<file path="src/rtl/olid_pkg.sv">
// Shared definitions for the ordered byte list: field widths, operation and
// status codes, controller state type and the controller/datapath structs.
// No dependencies.
package olid_pkg;

    // Fixed field widths of the request and response
    localparam int OP_W   = 2;
    localparam int POS_W  = 7;
    localparam int ELEM_W = 8;
    localparam int STAT_W = 2;
    localparam int CNT_W  = 7;

    // Operation codes (code 3 is a no-op)
    localparam logic [OP_W-1:0] OP_INSERT = 2'd0;
    localparam logic [OP_W-1:0] OP_DELETE = 2'd1;
    localparam logic [OP_W-1:0] OP_READ   = 2'd2;

    // Response status codes
    localparam logic [STAT_W-1:0] ST_DONE  = 2'd0;
    localparam logic [STAT_W-1:0] ST_RANGE = 2'd1;
    localparam logic [STAT_W-1:0] ST_FULL  = 2'd2;

    // Controller states
    typedef enum logic [1:0] {
        S_IDLE,
        S_CHECK,
        S_SHIFT,
        S_COMMIT
    } olid_state_t;

    // Commands from the controller to the datapath
    typedef struct packed {
        logic accept;       // latch the incoming request
        logic read_issue;   // read the entry addressed by the request
        logic shift_start;  // load the move engine
        logic shift_step;   // move engine runs
        logic commit;       // apply the operation and load the response
    } olid_cmd_t;

    // Status from the datapath to the controller
    typedef struct packed {
        logic chk_read;     // latched request is a valid read
        logic chk_shift;    // latched request is a valid insert or delete
        logic shift_busy;   // moves still outstanding
        logic out_free;     // response register can take a new response
    } olid_stat_t;

endpackage

</file>
<file path="src/rtl/olid_if.sv">
// Request and response channel interfaces of the ordered byte list.
// Depends on olid_pkg for the field widths.
interface olid_req_if;
    logic                          valid;
    logic                          ready;
    logic [olid_pkg::OP_W-1:0]     op;
    logic [olid_pkg::POS_W-1:0]    position;
    logic [olid_pkg::ELEM_W-1:0]   element;

    modport source (output valid, op, position, element, input ready);
    modport sink   (input valid, op, position, element, output ready);
endinterface

interface olid_rsp_if;
    logic                          valid;
    logic                          ready;
    logic [olid_pkg::STAT_W-1:0]   status;
    logic [olid_pkg::ELEM_W-1:0]   read_value;
    logic [olid_pkg::CNT_W-1:0]    entry_count;

    modport source (output valid, status, read_value, entry_count, input ready);
    modport sink   (input valid, status, read_value, entry_count, output ready);
endinterface

</file>
<file path="src/rtl/olid_ctrl.sv">
// Controller state machine of the ordered byte list: sequences check, entry
// moves and commit of one request. Depends on olid_pkg.
module olid_ctrl
(
    input  logic                 clk,
    input  logic                 rst_n,
    input  logic                 req_valid,
    output logic                 req_ready,
    input  olid_pkg::olid_stat_t stat,
    output olid_pkg::olid_cmd_t  cmd
);

    olid_pkg::olid_state_t state_reg;
    olid_pkg::olid_state_t state_next;

    // State register
    always_ff @(posedge clk or negedge rst_n)
    begin
        if (!rst_n)
        begin
            state_reg <= olid_pkg::S_IDLE;
        end
        else
        begin
            state_reg <= state_next;
        end
    end

    // Next state
    always_comb
    begin
        state_next = state_reg;
        case (state_reg)
            olid_pkg::S_IDLE:
            begin
                if (req_valid)
                begin
                    state_next = olid_pkg::S_CHECK;
                end
            end
            olid_pkg::S_CHECK:
            begin
                if (stat.chk_shift)
                begin
                    state_next = olid_pkg::S_SHIFT;
                end
                else
                begin
                    state_next = olid_pkg::S_COMMIT;
                end
            end
            olid_pkg::S_SHIFT:
            begin
                if (!stat.shift_busy)
                begin
                    state_next = olid_pkg::S_COMMIT;
                end
            end
            olid_pkg::S_COMMIT:
            begin
                if (stat.out_free)
                begin
                    state_next = olid_pkg::S_IDLE;
                end
            end
            default:
            begin
                state_next = olid_pkg::S_IDLE;
            end
        endcase
    end

    // Outputs
    always_comb
    begin
        req_ready = 1'b0;
        cmd       = '0;
        case (state_reg)
            olid_pkg::S_IDLE:
            begin
                req_ready  = 1'b1;
                cmd.accept = req_valid;
            end
            olid_pkg::S_CHECK:
            begin
                cmd.read_issue  = stat.chk_read;
                cmd.shift_start = stat.chk_shift;
            end
            olid_pkg::S_SHIFT:
            begin
                cmd.shift_step = 1'b1;
            end
            olid_pkg::S_COMMIT:
            begin
                cmd.commit = stat.out_free;
            end
            default:
            begin
                req_ready = 1'b0;
            end
        endcase
    end

endmodule

</file>
<file path="src/rtl/olid_dp.sv">
// Datapath of the ordered byte list: entry memory, count, request and
// response registers and the entry move engine. Depends on olid_pkg.
module olid_dp
#(
    parameter int CAPACITY = 64
)
(
    input  logic                        clk,
    input  logic                        rst_n,
    input  logic [olid_pkg::OP_W-1:0]   op,
    input  logic [olid_pkg::POS_W-1:0]  position,
    input  logic [olid_pkg::ELEM_W-1:0] element,
    input  logic                        rsp_ready,
    output logic                        rsp_valid,
    output logic [olid_pkg::STAT_W-1:0] rsp_status,
    output logic [olid_pkg::ELEM_W-1:0] rsp_read_value,
    output logic [olid_pkg::CNT_W-1:0]  rsp_entry_count,
    input  olid_pkg::olid_cmd_t         cmd,
    output olid_pkg::olid_stat_t        stat
);

    localparam int AW = $clog2(CAPACITY);
    localparam int CW = $clog2(CAPACITY + 1);
    localparam int XW = ((CW > olid_pkg::POS_W) ? CW : olid_pkg::POS_W) + 1;
    localparam int OW = olid_pkg::CNT_W;
    localparam int EW = olid_pkg::ELEM_W;

    // Entry store, one write and one read port
    logic [EW-1:0] mem [CAPACITY];
    logic [EW-1:0] rdata_reg;

    // Latched request
    logic [olid_pkg::OP_W-1:0]  op_reg;
    logic [olid_pkg::POS_W-1:0] pos_reg;
    logic [EW-1:0]              elem_reg;

    // Count and move engine
    logic [CW-1:0] count_reg, count_next;
    logic [CW-1:0] rem_reg, rem_next;
    logic [AW-1:0] ptr_reg, ptr_next;
    logic          mv_valid_reg, mv_valid_next;
    logic [AW-1:0] mv_dst_reg, mv_dst_next;

    // Response register
    logic                        out_valid_reg, out_valid_next;
    logic [olid_pkg::STAT_W-1:0] out_status_reg;
    logic [EW-1:0]               out_read_reg;
    logic [OW-1:0]               out_count_reg;

    logic [XW-1:0]               pos_x, cnt_x;
    logic                        is_full, ins_bad, sel_bad;
    logic [olid_pkg::STAT_W-1:0] status;
    logic                        ok_ins, ok_del, ok_read;
    logic [AW-1:0]               pos_idx;
    logic [CW-1:0]               moves;
    logic                        step_go;
    logic                        rd_en;
    logic [AW-1:0]               rd_addr;
    logic                        commit_wr;

    // Range and capacity checks on the latched request
    always_comb
    begin
        pos_x   = XW'(pos_reg);
        cnt_x   = XW'(count_reg);
        is_full = (count_reg == CW'(CAPACITY));
        ins_bad = (pos_reg == '0) || (pos_x > (cnt_x + XW'(1)));
        sel_bad = (pos_reg == '0) || (pos_x > cnt_x);
        case (op_reg)
            olid_pkg::OP_INSERT:
            begin
                status = is_full ? olid_pkg::ST_FULL
                       : (ins_bad ? olid_pkg::ST_RANGE : olid_pkg::ST_DONE);
            end
            olid_pkg::OP_DELETE,
            olid_pkg::OP_READ:
            begin
                status = sel_bad ? olid_pkg::ST_RANGE : olid_pkg::ST_DONE;
            end
            default:
            begin
                status = olid_pkg::ST_DONE;
            end
        endcase
        ok_ins  = (op_reg == olid_pkg::OP_INSERT) && (status == olid_pkg::ST_DONE);
        ok_del  = (op_reg == olid_pkg::OP_DELETE) && (status == olid_pkg::ST_DONE);
        ok_read = (op_reg == olid_pkg::OP_READ) && (status == olid_pkg::ST_DONE);
        pos_idx = AW'(pos_reg - olid_pkg::POS_W'(1));
        // insert moves count-pos+1 entries up, delete count-pos entries down
        moves   = ok_ins ? CW'(cnt_x - pos_x + XW'(1)) : CW'(cnt_x - pos_x);
    end

    // Move engine: read one source per cycle, write it one place on next cycle
    always_comb
    begin
        rem_next      = rem_reg;
        ptr_next      = ptr_reg;
        mv_valid_next = 1'b0;
        mv_dst_next   = mv_dst_reg;
        step_go       = cmd.shift_step && (rem_reg != '0);
        if (cmd.shift_start)
        begin
            rem_next = moves;
            ptr_next = ok_ins ? AW'(count_reg - CW'(1)) : AW'(pos_reg);
        end
        else if (step_go)
        begin
            rem_next      = rem_reg - CW'(1);
            ptr_next      = ok_ins ? (ptr_reg - AW'(1)) : (ptr_reg + AW'(1));
            mv_valid_next = 1'b1;
            mv_dst_next   = ok_ins ? (ptr_reg + AW'(1)) : (ptr_reg - AW'(1));
        end
        rd_en   = cmd.read_issue || step_go;
        rd_addr = cmd.read_issue ? pos_idx : ptr_reg;
    end

    // Count update and response handshake
    always_comb
    begin
        commit_wr  = cmd.commit && ok_ins;
        count_next = count_reg;
        if (cmd.commit && ok_ins)
        begin
            count_next = count_reg + CW'(1);
        end
        else if (cmd.commit && ok_del)
        begin
            count_next = count_reg - CW'(1);
        end
        out_valid_next = out_valid_reg && !rsp_ready;
        if (cmd.commit)
        begin
            out_valid_next = 1'b1;
        end
    end

    // Control registers
    always_ff @(posedge clk or negedge rst_n)
    begin
        if (!rst_n)
        begin
            count_reg     <= '0;
            rem_reg       <= '0;
            ptr_reg       <= '0;
            mv_valid_reg  <= 1'b0;
            out_valid_reg <= 1'b0;
        end
        else
        begin
            count_reg     <= count_next;
            rem_reg       <= rem_next;
            ptr_reg       <= ptr_next;
            mv_valid_reg  <= mv_valid_next;
            out_valid_reg <= out_valid_next;
        end
    end

    // Payload registers
    always_ff @(posedge clk)
    begin
        mv_dst_reg <= mv_dst_next;
        if (cmd.accept)
        begin
            op_reg   <= op;
            pos_reg  <= position;
            elem_reg <= element;
        end
        if (cmd.commit)
        begin
            out_status_reg <= status;
            out_read_reg   <= ok_read ? rdata_reg : '0;
            out_count_reg  <= OW'(count_next);
        end
    end

    // Entry memory ports
    always_ff @(posedge clk)
    begin
        if (mv_valid_reg)
        begin
            mem[mv_dst_reg] <= rdata_reg;
        end
        else if (commit_wr)
        begin
            mem[pos_idx] <= elem_reg;
        end
        if (rd_en)
        begin
            rdata_reg <= mem[rd_addr];
        end
    end

    assign stat.chk_read   = ok_read;
    assign stat.chk_shift  = ok_ins || ok_del;
    assign stat.shift_busy = (rem_reg != '0) || mv_valid_reg;
    assign stat.out_free   = !out_valid_reg || rsp_ready;

    assign rsp_valid       = out_valid_reg;
    assign rsp_status      = out_status_reg;
    assign rsp_read_value  = out_read_reg;
    assign rsp_entry_count = out_count_reg;

`ifndef NO_ASSERTIONS
    // A move write and the insert placement never share the write port
    a_one_write: assert property (@(posedge clk) disable iff (!rst_n)
        !(mv_valid_reg && commit_wr))
        else $error("move write collides with insert write");

    // The count stays within the capacity
    a_count_cap: assert property (@(posedge clk) disable iff (!rst_n)
        count_reg <= CW'(CAPACITY))
        else $error("entry count above capacity");

    // A response is only loaded when the register is free
    a_commit_free: assert property (@(posedge clk) disable iff (!rst_n)
        cmd.commit |-> stat.out_free)
        else $error("response overwritten");

    // A failed operation never reports a read value
    a_fail_zero: assert property (@(posedge clk) disable iff (!rst_n)
        (out_valid_reg && (out_status_reg != olid_pkg::ST_DONE)) |-> (out_read_reg == '0))
        else $error("read value on failed request");

    // Each issued move lands as a write on the next cycle
    a_move_write: assert property (@(posedge clk) disable iff (!rst_n)
        (cmd.shift_step && (rem_reg != '0) && !cmd.shift_start) |=> mv_valid_reg)
        else $error("move read without write");
`endif

endmodule

</file>
<file path="src/rtl/ordered_list_insert_delete.sv">
// Ordered byte list of up to CAPACITY entries with insert, delete and read by
// one-based position. A request is taken while the block is idle; a read, a
// refused request or a no-op goes through check and commit, while an insert
// at position p first moves count - p + 1 entries up and a delete at p moves
// count - p entries down. The entry memory moves one entry per cycle through
// its single read and single write port. The list is empty after reset; no
// clearing pass is run. Depends on olid_pkg, olid_if, olid_ctrl and olid_dp.
module ordered_list_insert_delete
#(
    parameter int CAPACITY = 64
)
(
    input  logic              clk,
    input  logic              rst_n,
    olid_req_if.sink          req,
    olid_rsp_if.source        rsp
);

    olid_pkg::olid_cmd_t  cmd;
    olid_pkg::olid_stat_t stat;

    // Sequencer
    olid_ctrl u_ctrl
    (
        .clk       (clk),
        .rst_n     (rst_n),
        .req_valid (req.valid),
        .req_ready (req.ready),
        .stat      (stat),
        .cmd       (cmd)
    );

    // Storage and arithmetic
    olid_dp
    #(
        .CAPACITY (CAPACITY)
    )
    u_dp
    (
        .clk             (clk),
        .rst_n           (rst_n),
        .op              (req.op),
        .position        (req.position),
        .element         (req.element),
        .rsp_ready       (rsp.ready),
        .rsp_valid       (rsp.valid),
        .rsp_status      (rsp.status),
        .rsp_read_value  (rsp.read_value),
        .rsp_entry_count (rsp.entry_count),
        .cmd             (cmd),
        .stat            (stat)
    );

endmodule
</file>
<file path="src/flat_wrapper.sv">
// flat-port wrapper written by rule: the top's interface ports become plain ports
module ordered_list_insert_delete_flat 
#(
    parameter int CAPACITY = 64
)
  (clk, rst_n, req_valid, req_op, req_position, req_element, req_ready, rsp_valid, rsp_status, rsp_read_value, rsp_entry_count, rsp_ready);
  olid_req_if req_i ();
  olid_rsp_if rsp_i ();
  input  logic clk;
  input  logic rst_n;
  input wire logic [$bits(req_i.valid)-1:0] req_valid;
  input wire logic [$bits(req_i.op)-1:0] req_op;
  input wire logic [$bits(req_i.position)-1:0] req_position;
  input wire logic [$bits(req_i.element)-1:0] req_element;
  output wire logic [$bits(req_i.ready)-1:0] req_ready;
  output wire logic [$bits(rsp_i.valid)-1:0] rsp_valid;
  output wire logic [$bits(rsp_i.status)-1:0] rsp_status;
  output wire logic [$bits(rsp_i.read_value)-1:0] rsp_read_value;
  output wire logic [$bits(rsp_i.entry_count)-1:0] rsp_entry_count;
  input wire logic [$bits(rsp_i.ready)-1:0] rsp_ready;
  assign req_i.valid = req_valid;
  assign req_i.op = req_op;
  assign req_i.position = req_position;
  assign req_i.element = req_element;
  assign req_ready = req_i.ready;
  assign rsp_valid = rsp_i.valid;
  assign rsp_status = rsp_i.status;
  assign rsp_read_value = rsp_i.read_value;
  assign rsp_entry_count = rsp_i.entry_count;
  assign rsp_i.ready = rsp_ready;
  ordered_list_insert_delete #(.CAPACITY(CAPACITY)) u_core (.clk(clk), .rst_n(rst_n), .req(req_i), .rsp(rsp_i));
endmodule
</file>
<file path="config.mk">
export PLATFORM = sky130hd
export DESIGN_NAME = ordered_list_insert_delete_flat
export DESIGN_NICKNAME = d
export VERILOG_FILES = /design/src/rtl/olid_pkg.sv /design/src/rtl/olid_if.sv /design/src/rtl/olid_ctrl.sv /design/src/rtl/olid_dp.sv /design/src/rtl/ordered_list_insert_delete.sv /design/src/flat_wrapper.sv
export SDC_FILE = /design/constraint.sdc
export NUM_CORES = 1
export LEC_CHECK = 0
export BUFFER_PORTS_ARGS = -buffer_cell sky130_fd_sc_hd__buf_2
export CELL_PAD_IN_SITES_DETAIL_PLACEMENT = 1
export CELL_PAD_IN_SITES_GLOBAL_PLACEMENT = 2
export CORE_ASPECT_RATIO = 1.2
export CORE_MARGIN = 8
export CORE_UTILIZATION = 40
export CTS_BUF_LIST = sky130_fd_sc_hd__clkbuf_4
export DETAILED_ROUTE_END_ITERATION = 7
export GPL_TIMING_DRIVEN = 0
export PLACE_DENSITY_LB_ADDON = 0.05
export SYNTH_ARGS = -nofsm -noshare
export SYNTH_HDL_FRONTEND = slang
export SYNTH_SLANG_ARGS = --single-unit
</file>
<file path="constraint.sdc">
create_clock -name clk -period 6 [get_ports clk]
set_input_delay 1.2 -clock clk [delete_from_list [all_inputs] [get_ports clk]]
set_output_delay 1.2 -clock clk [all_outputs]
set_load 0.01 [all_outputs]
</file>
==> results of run 1 <==
[worst min-delay path by stage]
stage          depth (start not counted)                    from                     end  slack, ns
2_1_floorplan                          2  u_core.u_dp.rem_reg[1]  u_core.u_dp.rem_reg[1]       0.51
5_1_grt                                1                   rst_n  u_core.u_dp.rem_reg[5]       0.17
6_report                               1                   rst_n  u_core.u_dp.rem_reg[5]       0.22
4_1_cts                                1                   rst_n  u_core.u_dp.rem_reg[5]       0.12
3_3_place_gp                           2   u_core.u_dp.rsp_valid   u_core.u_dp.rsp_valid       0.52
3_5_place_dp                           2   u_core.u_dp.rsp_valid   u_core.u_dp.rsp_valid       0.56
[cell families (layout without fill, tap and decap cells)]
kind of cell | Yosys count | count (layout) | share of synthesized area (%)
flops | 584 | 584 | 69.0
compound gates | 245 | 245 | 7.16
mux | 252 | 252 | 10.0
xor+xnor | 49 | 49 | 1.70
other cells | 0 | 4 | 0
simple gates | 420 | 420 | 7.79
buf+inv | 116 | 435 | 2.68
fa+ha+maj | 32 | 32 | 1.62
[stage by stage]
stage	setup TNS, ns	area [sq um]
6_report	0	28700
5_1_grt	-1.09	28700
4_1_cts	-0.326	28700
3_5_place_dp	-1.48	26700
3_3_place_gp	-91.77	26500
2_1_floorplan	0	25200
[critical path, cell delays in order, from the launching register on]
cell                        delay, ns
sky130_fd_sc_hd__dfrtp_1         0.60
sky130_fd_sc_hd__ha_1            0.30
sky130_fd_sc_hd__and3_1          0.25
sky130_fd_sc_hd__nand3_1         0.15
sky130_fd_sc_hd__xor2_1          0.17
sky130_fd_sc_hd__ha_1            0.21
sky130_fd_sc_hd__a211oi_1        0.17
sky130_fd_sc_hd__o221ai_1        0.27
sky130_fd_sc_hd__a2111oi_4       0.40
sky130_fd_sc_hd__buf_4           0.22
sky130_fd_sc_hd__buf_6           0.18
sky130_fd_sc_hd__mux2_2          0.41
sky130_fd_sc_hd__buf_2           0.26
sky130_fd_sc_hd__buf_1           0.40
sky130_fd_sc_hd__a222oi_1        0.66
sky130_fd_sc_hd__nand2_1         0.23
sky130_fd_sc_hd__a22oi_1         0.42
sky130_fd_sc_hd__o311a_1         0.33
[power groups by stage]
stage	clock [uW]	combinational, uW	sequential [uW]
after floorplan	0	3420	5620
after global placement	0	5840	5740
after detailed placement	0	6090	5650
after CTS	3590	6140	5560
after global routing	3760	6450	5590
final	3480	6060	5560
[routing by layer]
layer	vias up	GRT usage [%]	wire [microns]
met5	-	0	0
met4	0	7.40	2210
met3	116	4.47	3580
met2	460	39.3	41200
met1	8083	26.0	31500
li1	7081	-	-
[cell type report]
| cell class | instances | area (sq um) | share of cell area, % |
|---|---|---|---|
| diodes | 4 | 10.0 | 0.0348 |
| plain buffers | 86 | 563 | 1.96 |
| clock buffers | 228 | 1710 | 5.96 |
| clock inverters | 43 | 251 | 0.875 |
| inverters | 30 | 113 | 0.392 |
| multi-input cells | 998 | 7250 | 25.3 |
| flip-flops and latches | 584 | 17400 | 60.6 |
| well taps | 824 | 1030 | 3.59 |
| repair buffers | 48 | 378 | 1.32 |
[cells in the final DEF (no fill, tap or decap), types with 15 or more instances in the layout]
| cell type | count |
|---|---|
| sky130_fd_sc_hd__a21oi_1 | 52 |
| sky130_fd_sc_hd__a221oi_1 | 21 |
| sky130_fd_sc_hd__a222oi_1 | 28 |
| sky130_fd_sc_hd__a31oi_1 | 27 |
| sky130_fd_sc_hd__and3_1 | 27 |
| sky130_fd_sc_hd__buf_2 | 62 |
| sky130_fd_sc_hd__buf_6 | 20 |
| sky130_fd_sc_hd__clkbuf_1 | 30 |
| sky130_fd_sc_hd__clkbuf_4 | 229 |
| sky130_fd_sc_hd__clkinv_1 | 24 |
| sky130_fd_sc_hd__dfrtp_1 | 24 |
| sky130_fd_sc_hd__edfxtp_1 | 560 |
| sky130_fd_sc_hd__ha_1 | 31 |
| sky130_fd_sc_hd__inv_1 | 28 |
| sky130_fd_sc_hd__mux2i_1 | 246 |
| sky130_fd_sc_hd__nand2_1 | 159 |
| sky130_fd_sc_hd__nand3_1 | 47 |
| sky130_fd_sc_hd__nor2_1 | 87 |
| sky130_fd_sc_hd__o21ai_0 | 23 |
| sky130_fd_sc_hd__xnor2_1 | 34 |
| sky130_fd_sc_hd__xor2_1 | 15 |
[timing repair]
| item | CTS | global route |
|---|---|---|
| setup endpoints to repair | 27 | 57 |
| cloned | 0 | 0 |
| resized for setup | 6 | 14 |
| setup buffers | 0 | 1 |
| pin swaps | 2 | 2 |
==> qor.tcl, run 1 <==
set qor(grtUsageTotal_pct) 22.0
set qor(min_period_over_period_pct) 97.0
set qor(die_h_microns) 291
set qor(die_area_sq_mm) 0.0714
set qor(outcome) {finished, final reports clean}
set qor(synth_to_final_area_change_pct) 13.9
set qor(min_hold_slack_ns) 0.220
set qor(ys_flop_type) {sky130_fd_sc_hd__edfxtp_1}
set qor(syn_avg_cell_area_sq_um) 14.9
set qor(drcViolationCount) 0
set qor(startpoint) {u_core.u_dp.count_reg[1]}
set qor(share_clk_of_total_power_pct) 23.0
set qor(drt_first_iter_violations) 1234
set qor(total_of_hold_buffers_inserted_after_clock_tree_synthesis) 0
set qor(fp-row-count) 101
set qor(post_synth_most_frequent_cells) {sky130_fd_sc_hd__edfxtp_1 (560), sky130_fd_sc_hd__mux2i_1 (246), sky130_fd_sc_hd__nand2_1 (168)}
set qor(report.power.total_uw) 15100
set qor(place.detailed.hpwl_mm) 57.0
set qor(floorplan_die_width_microns) 245
set qor(maxSlewHeadroom_pct) 4.99
set qor(cap_viol_max_count) 0
set qor(power_per_cell_area_mw_per_mm2) 526
set qor(route.detailed.wl_per_inst_microns) 27.6
set qor(largest_register) {u_core.u_dp.mem}
set qor(clk_latency_ns) 1.00
set qor(setup.reg_to_reg.worst_slack_ns) 0.18
set qor(number_of_storage_elements_in_the_synthesis_netlist) 584
set qor(synth.top_cell.area_share_pct) 66.6
set qor(first_pass_iters) 5
set qor(timing.critical_path.required_ns) 6.80
set qor(hold_viol) 0
set qor(rsz0062_at_grt) {true}
set qor(number_of_enable_flip_flop_cells_after_synthesis) 560
set qor(ioPinCount) 40
set qor(p_switching_uw) 6060
set qor(core_area_sq_mm) 0.0628
set qor(globalplace.congestion) 0.815
set qor(grt_residual_overflow) 0
set qor(hold_class) {in -> async}
set qor(postSynthCellCount) 1698
set qor(synthDistinctLibCells) 76
set qor(cts_tree) {built}
set qor(dp_worst_setup_slack_ns) -0.138
set qor(ctsHtreeMaxLevel) 4
set qor(seq_power_share_pct) 36.8
set qor(tritoncts_num_sinks) 584
set qor(synth_async_sr_flop_share_pct) 4.11
set qor(netlist.top_cell.by_area) {sky130_fd_sc_hd__edfxtp_1}
set qor(total_leakage_power_uw) 0.0104
set qor(clock-skew-final_ns) 0.0631
set qor(worst_slew_pin_slew_ns) 1.41
set qor(final_setup_vio_count) 0
set qor(synth.most_common_cell) {sky130_fd_sc_hd__edfxtp_1}
set qor(crit_end) {u_core.u_dp.rdata_reg[4]}
set qor(power.switching_fraction_pct) 40.2
set qor(drt.antenna.violating_nets) 0
set qor(final_cells) 2845
set qor(final_core_utilization_pct) 45.7
set qor(finalWorstSetupSlack_ns) 0.179
set qor(number_of_flip_flops_in_the_largest_register) 512
set qor(crit_path_max_fanout) 10
set qor(worst_setup_hold_path_clk_slew_ns) 0.08
set qor(ranking_of_synthesized_cells_by_area) {sky130_fd_sc_hd__edfxtp_1 (67%), sky130_fd_sc_hd__mux2i_1 (9.8%), sky130_fd_sc_hd__nand2_1 (2.5%), sky130_fd_sc_hd__dfrtp_1 (2.4%), sky130_fd_sc_hd__ha_1 (1.5%)}
set qor(vias) 15700
set qor(fill_cell_count) 6349
set qor(grt_max_degree) 51
set qor(synth.yosys.warnings) 0
set qor(initial_core_util_pct) 40.2
set qor(reg_to_reg_critical_path_endpoint) {u_core.u_dp.rdata_reg[4]}
set qor(cts_root_buffer) {sky130_fd_sc_hd__clkbuf_4}
set qor(part_of_the_yosys_area_used_for_sequential_elements_pct) 69.0
set qor(critPathArrivalTime_ns) 6.62
set qor(placement.io_buffers) 39
set qor(first_global_vias) 16600
set qor(crit-reg2reg-launch) {u_core.u_dp.count_reg[1]}
set qor(num-nets-final) 1955
set qor(post_route_cells_drive_above_1_share_pct) 19.8
set qor(startpoint_type) {flop}
set qor(report.final.slew_viol_count) 0
set qor(vdd_ir_drop_max_v) 0.000182
set qor(intPower_uw) 9040
set qor(vias_per_cell) 5.53
set qor(timing.setup.critical_path_class) {reg -> reg}
set qor(synthesis.nets) 1751
set qor(fin_crit_ns) 5.82
set qor(crit_end_category) {flop}
set qor(grt_antenna_before_repair) 1
set qor(fmaxAchievable_mhz) 172
set qor(grt_first_pass_wirelength_mm) 113
set qor(timing.reg2reg.worst_path_depth) 17
set qor(placed_cells) 2569
set qor(netlist_area_sq_mm) 0.0252
set qor(cts-buffers-inserted) 154
set qor(ctsLongestPathBuffers) 3
set qor(routed_wl_mm) 78.5
set qor(comb_power_share_pct) 40.1
No activity file was read; power rests on OpenSTA's default activity.
==> run 2: changes to the inputs <==
- ABC_AREA: not set -> 1
- SLEW_MARGIN: not set -> 10
==> run 2 against run 1 <==
Effect of this change: clock-buffer cell count fell by 8; setup slack improved by 0.26 ns; synthesized cell count rose by 60%; critical path type unchanged; critical endpoint is now u_core.u_dp.rdata_reg[7]; largest cell class unchanged; highest routed layer unchanged.
==> qor.tcl, run 2 <==
set qor(syn_avg_cell_area_sq_um) 9.95 ;# was 14.9 sq um
set qor(first_global_vias) 21200 ;# was 16600
set qor(cap_viol_max_count) 0 ;# unchanged
set qor(intPower_uw) 9370 ;# was 9040 uW
set qor(rsz0062_at_grt) {false} ;# was true
set qor(fill_cell_count) 7579 ;# was 6349
set qor(most_common_cell_after_layout_fill_and_taps_aside) {sky130_fd_sc_hd__nand2_1} ;# was sky130_fd_sc_hd__edfxtp_1
set qor(min_hold_slack_ns) 0.197 ;# was 0.220 ns
set qor(synth.top_cell.area_share_pct) 62.1 ;# was 66.6%
set qor(tritoncts_num_sinks) 584 ;# unchanged
set qor(synth_async_sr_flop_share_pct) 4.11 ;# unchanged
set qor(post_synth_most_frequent_cells) {sky130_fd_sc_hd__nand2_1 (593), sky130_fd_sc_hd__inv_1 (561), sky130_fd_sc_hd__edfxtp_1 (560)} ;# was sky130_fd_sc_hd__edfxtp_1 (560), sky130_fd_sc_hd__mux2i_1 (246), sky130_fd_sc_hd__nand2_1 (168)
set qor(fmaxAchievable_mhz) 180 ;# was 172 MHz
set qor(cts_tree) {built} ;# unchanged
set qor(crit_path_max_fanout) 10 ;# unchanged
set qor(worst_slew_pin_slew_ns) 1.14 ;# was 1.41 ns
set qor(share_clk_of_total_power_pct) 21.3 ;# was 23.0%
set qor(vdd_ir_drop_max_v) 0.000242 ;# was 0.000182 V
set qor(maxSlewHeadroom_pct) 23.6 ;# was 4.99%
set qor(worst_setup_hold_path_clk_slew_ns) 0.08 ;# about the same
set qor(fin_crit_ns) 5.56 ;# was 5.82 ns
set qor(number_of_enable_flip_flop_cells_after_synthesis) 560 ;# unchanged
set qor(routed_wl_mm) 92.4 ;# was 78.5 mm
set qor(outcome) {finished, final reports clean} ;# unchanged
set qor(synth_to_final_area_change_pct) 14.4 ;# was 13.9%
set qor(clk_latency_ns) 1.01 ;# was 1.00 ns
set qor(postSynthCellCount) 2720 ;# was 1698
set qor(final_setup_vio_count) 0 ;# unchanged
set qor(largest_register) {u_core.u_dp.mem} ;# unchanged
set qor(placed_cells) 3679 ;# was 2569
set qor(synth.most_common_cell) {sky130_fd_sc_hd__nand2_1} ;# was sky130_fd_sc_hd__edfxtp_1
set qor(grtUsageTotal_pct) 24.4 ;# was 22.0%
set qor(ys_flop_type) {sky130_fd_sc_hd__edfxtp_1} ;# unchanged
set qor(min_period_over_period_pct) 92.6 ;# was 97.0%
set qor(globalplace.congestion) 0.894 ;# was 0.815
set qor(grt_first_pass_wirelength_mm) 135 ;# was 113 mm
set qor(ioPinCount) 40 ;# unchanged
set qor(drt.antenna.violating_nets) 0 ;# unchanged
set qor(setup_tns_final_ns) 0 ;# unchanged
set qor(initial_core_util_pct) 40.4 ;# was 40.2%
set qor(die_area_sq_mm) 0.0763 ;# was 0.0714 sq mm
set qor(hold_viol) 0 ;# unchanged
set qor(ctsHtreeMaxLevel) 4 ;# unchanged
set qor(netlist_area_sq_mm) 0.0271 ;# was 0.0252 sq mm
set qor(part_of_the_yosys_area_used_for_sequential_elements_pct) 64.3 ;# was 69.0%
set qor(startpoint_type) {flop} ;# unchanged
set qor(floorplan_die_width_microns) 253 ;# was 245 microns
set qor(cts-buffers-inserted) 154 ;# unchanged
set qor(vias_per_cell) 5.08 ;# was 5.53
set qor(report.final.slew_viol_count) 0 ;# unchanged
set qor(most-common-layout-cells) {sky130_fd_sc_hd__nand2_1 (593), sky130_fd_sc_hd__inv_1 (561), sky130_fd_sc_hd__edfxtp_1 (560)} ;# was sky130_fd_sc_hd__edfxtp_1 (560), sky130_fd_sc_hd__mux2i_1 (246), sky130_fd_sc_hd__clkbuf_4 (229)
set qor(ranking_of_synthesized_cells_by_area) {sky130_fd_sc_hd__edfxtp_1 (62%), sky130_fd_sc_hd__nand3_1 (10%), sky130_fd_sc_hd__nand2_1 (8.2%), sky130_fd_sc_hd__inv_1 (7.8%), sky130_fd_sc_hd__dfrtp_1 (2.2%)} ;# was sky130_fd_sc_hd__edfxtp_1 (67%), sky130_fd_sc_hd__mux2i_1 (9.8%), sky130_fd_sc_hd__nand2_1 (2.5%), sky130_fd_sc_hd__dfrtp_1 (2.4%), sky130_fd_sc_hd__ha_1 (1.5%)
set qor(synthesis.nets) 2773 ;# was 1751
set qor(critPathArrivalTime_ns) 6.27 ;# was 6.62 ns
set qor(num-nets-final) 2988 ;# was 1955
set qor(number_of_storage_elements_in_the_synthesis_netlist) 584 ;# unchanged
set qor(final_cells) 3946 ;# was 2845
set qor(total_of_hold_buffers_inserted_after_clock_tree_synthesis) 0 ;# unchanged
set qor(number_of_flip_flops_in_the_largest_register) 512 ;# unchanged
set qor(grt_residual_overflow) 0 ;# unchanged
set qor(synth.yosys.warnings) 0 ;# unchanged
set qor(vias) 20000 ;# was 15700
set qor(cts_root_buffer) {sky130_fd_sc_hd__clkbuf_4} ;# unchanged
set qor(crit_end_category) {flop} ;# unchanged
set qor(core_area_sq_mm) 0.0670 ;# was 0.0628 sq mm
set qor(seq_power_share_pct) 33.1 ;# was 36.8%
set qor(synthDistinctLibCells) 42 ;# was 76
set qor(power_per_cell_area_mw_per_mm2) 545 ;# was 526 mW/mm^2
set qor(netlist.top_cell.by_area) {sky130_fd_sc_hd__edfxtp_1} ;# unchanged
set qor(place.detailed.hpwl_mm) 66.4 ;# was 57.0 mm
set qor(timing.setup.critical_path_class) {reg -> reg} ;# unchanged
set qor(grt_antenna_before_repair) 1 ;# unchanged
set qor(post_route_cells_drive_above_1_share_pct) 14.0 ;# was 19.8%
set qor(placement.io_buffers) 39 ;# unchanged
set qor(route.detailed.wl_per_inst_microns) 23.4 ;# was 27.6 microns
set qor(first_pass_iters) 7 ;# was 5
set qor(comb_power_share_pct) 45.5 ;# was 40.1%
set qor(hold_class) {in -> async} ;# unchanged
set qor(drt_first_iter_violations) 1102 ;# was 1234
set qor(grt_max_degree) 28 ;# was 51
set qor(die_h_microns) 301 ;# was 291 microns
set qor(total_leakage_power_uw) 0.0134 ;# was 0.0104 uW
set qor(crit-reg2reg-launch) {u_core.u_dp.count_reg[1]} ;# unchanged
set qor(drcViolationCount) 0 ;# unchanged
set qor(ctsLongestPathBuffers) 3 ;# unchanged
set qor(fp-row-count) 104 ;# was 101
set qor(timing.critical_path.required_ns) 6.71 ;# was 6.80 ns
set qor(startpoint) {u_core.u_dp.count_reg[1]} ;# unchanged
set qor(power.switching_fraction_pct) 44.4 ;# was 40.2%
set qor(p_switching_uw) 7500 ;# was 6060 uW
set qor(clock-skew-final_ns) 0.0486 ;# was 0.0631 ns
-- run 2: cell types whose count changed after synthesis, moves of 27 or more --
cell	before	now
sky130_fd_sc_hd__a21oi_1	52	20
sky130_fd_sc_hd__a222oi_1	28	0
sky130_fd_sc_hd__and3_1	27	0
sky130_fd_sc_hd__buf_2	23	73
sky130_fd_sc_hd__inv_1	28	561
sky130_fd_sc_hd__mux2i_1	246	0
sky130_fd_sc_hd__nand2_1	168	593
sky130_fd_sc_hd__nand3_1	47	558
-- run 2: layout make-up --
| cell class | count | area (sq um) | share of cell area, % |
|---|---|---|---|
| Antenna cell | 1 | 2.50 | 0.00808 |
| Tap cell | 901 | 1130 | 3.64 |
| Clock inverter | 45 | 334 | 1.08 |
| Multi-Input combinational cell | 1447 | 7060 | 22.8 |
| Buffer | 118 | 549 | 1.77 |
| Sequential cell | 584 | 17400 | 56.3 |
| Clock buffer | 220 | 1650 | 5.33 |
| Timing Repair Buffer | 59 | 673 | 2.17 |
| Inverter | 571 | 2140 | 6.92 |
-- run 2: worst paths after layout --
path                                             to  slack (ns)  depth (start not counted)
max                        u_core.u_dp.rdata_reg[7]        0.44                         25
min                        u_core.u_dp.count_reg[4]        0.20                          1
max reg2reg                u_core.u_dp.rdata_reg[7]        0.44                         25
min reg2reg                   u_core.u_dp.rsp_valid        0.53                          2
max in group asynchronous    u_core.u_dp.rem_reg[4]        5.38                          1
min in group clk             u_core.u_dp.pos_reg[5]        0.38                          1
-- run 2: per-layer routing --
| metal | up-vias | track usage [%] | share of wire [%] |
|---|---|---|---|
| met5 | - | 0 | 0 |
| met4 | 0 | 11.4 | 4.1 |
| met3 | 189 | 3.72 | 4.2 |
| met2 | 516 | 42.9 | 51 |
| met1 | 9943 | 29.2 | 41 |
| li1 | 9386 | - | - |
-- run 2: worst max-delay path, stage by stage, from the launching register on --
cell and delay [ns]:
sky130_fd_sc_hd__dfrtp_1 0.51, sky130_fd_sc_hd__ha_1 0.25, sky130_fd_sc_hd__nand2_1 0.09, sky130_fd_sc_hd__nor2_1 0.12, sky130_fd_sc_hd__xor2_1 0.28, sky130_fd_sc_hd__ha_1 0.17, sky130_fd_sc_hd__nand2_1 0.06, sky130_fd_sc_hd__nor2_1 0.16
sky130_fd_sc_hd__nand2_1 0.08, sky130_fd_sc_hd__nand3_1 0.07, sky130_fd_sc_hd__nand2_1 0.05, sky130_fd_sc_hd__nand2_1 0.06, sky130_fd_sc_hd__nand2_1 0.05, sky130_fd_sc_hd__nand2_1 0.06, sky130_fd_sc_hd__nand2_1 0.06, sky130_fd_sc_hd__nand2_1 0.12
sky130_fd_sc_hd__nand2_1 0.12, sky130_fd_sc_hd__nand4_2 0.18, sky130_fd_sc_hd__inv_1 0.16, sky130_fd_sc_hd__o21ai_1 0.85, sky130_fd_sc_hd__inv_1 0.42, sky130_fd_sc_hd__clkbuf_1 0.47, sky130_fd_sc_hd__nand3_1 0.27, sky130_fd_sc_hd__nand3_1 0.17
sky130_fd_sc_hd__nand3_1 0.27, sky130_fd_sc_hd__nand2_1 0.14
-- run 2: cells by family after synthesis --
group,share of synthesized area [%]
compound gates,1.82
flops,64.3
fa+ha+maj,1.51
buf+inv,9.95
simple gates,21.2
xor+xnor,1.16
-- run 2: power groups by stage --
stage	registers, uW	clock network (uW)	logic [uW]
detailed placement	5670	0	7710
global placement	5880	0	7080
CTS	5590	3700	7730
finish	5590	3600	7680
floorplan	5710	0	4000
global route	5610	3880	8240
-- run 2: timing repair --
| action | CTS | global route |
|---|---|---|
| gates resized for setup | 0 | 1 |
| endpoints found under the setup margin | 0 | 11 |
| setup buffers | 0 | 1 |
-- run 2: through the flow --
step | setup WS [ns] | utilization [%] | cell area (sq um) | power [uW]
final | 0.442 | 46.2 | 31000 | 16900
after global placement | -4.26 | 42.4 | 28400 | 13000
after CTS | 0.121 | 46.2 | 30900 | 17000
after floorplan | 0.904 | - | 27100 | 9710
after global routing | 0.0376 | 46.2 | 31000 | 17700
after detailed placement | 0.181 | 43.2 | 29000 | 13400
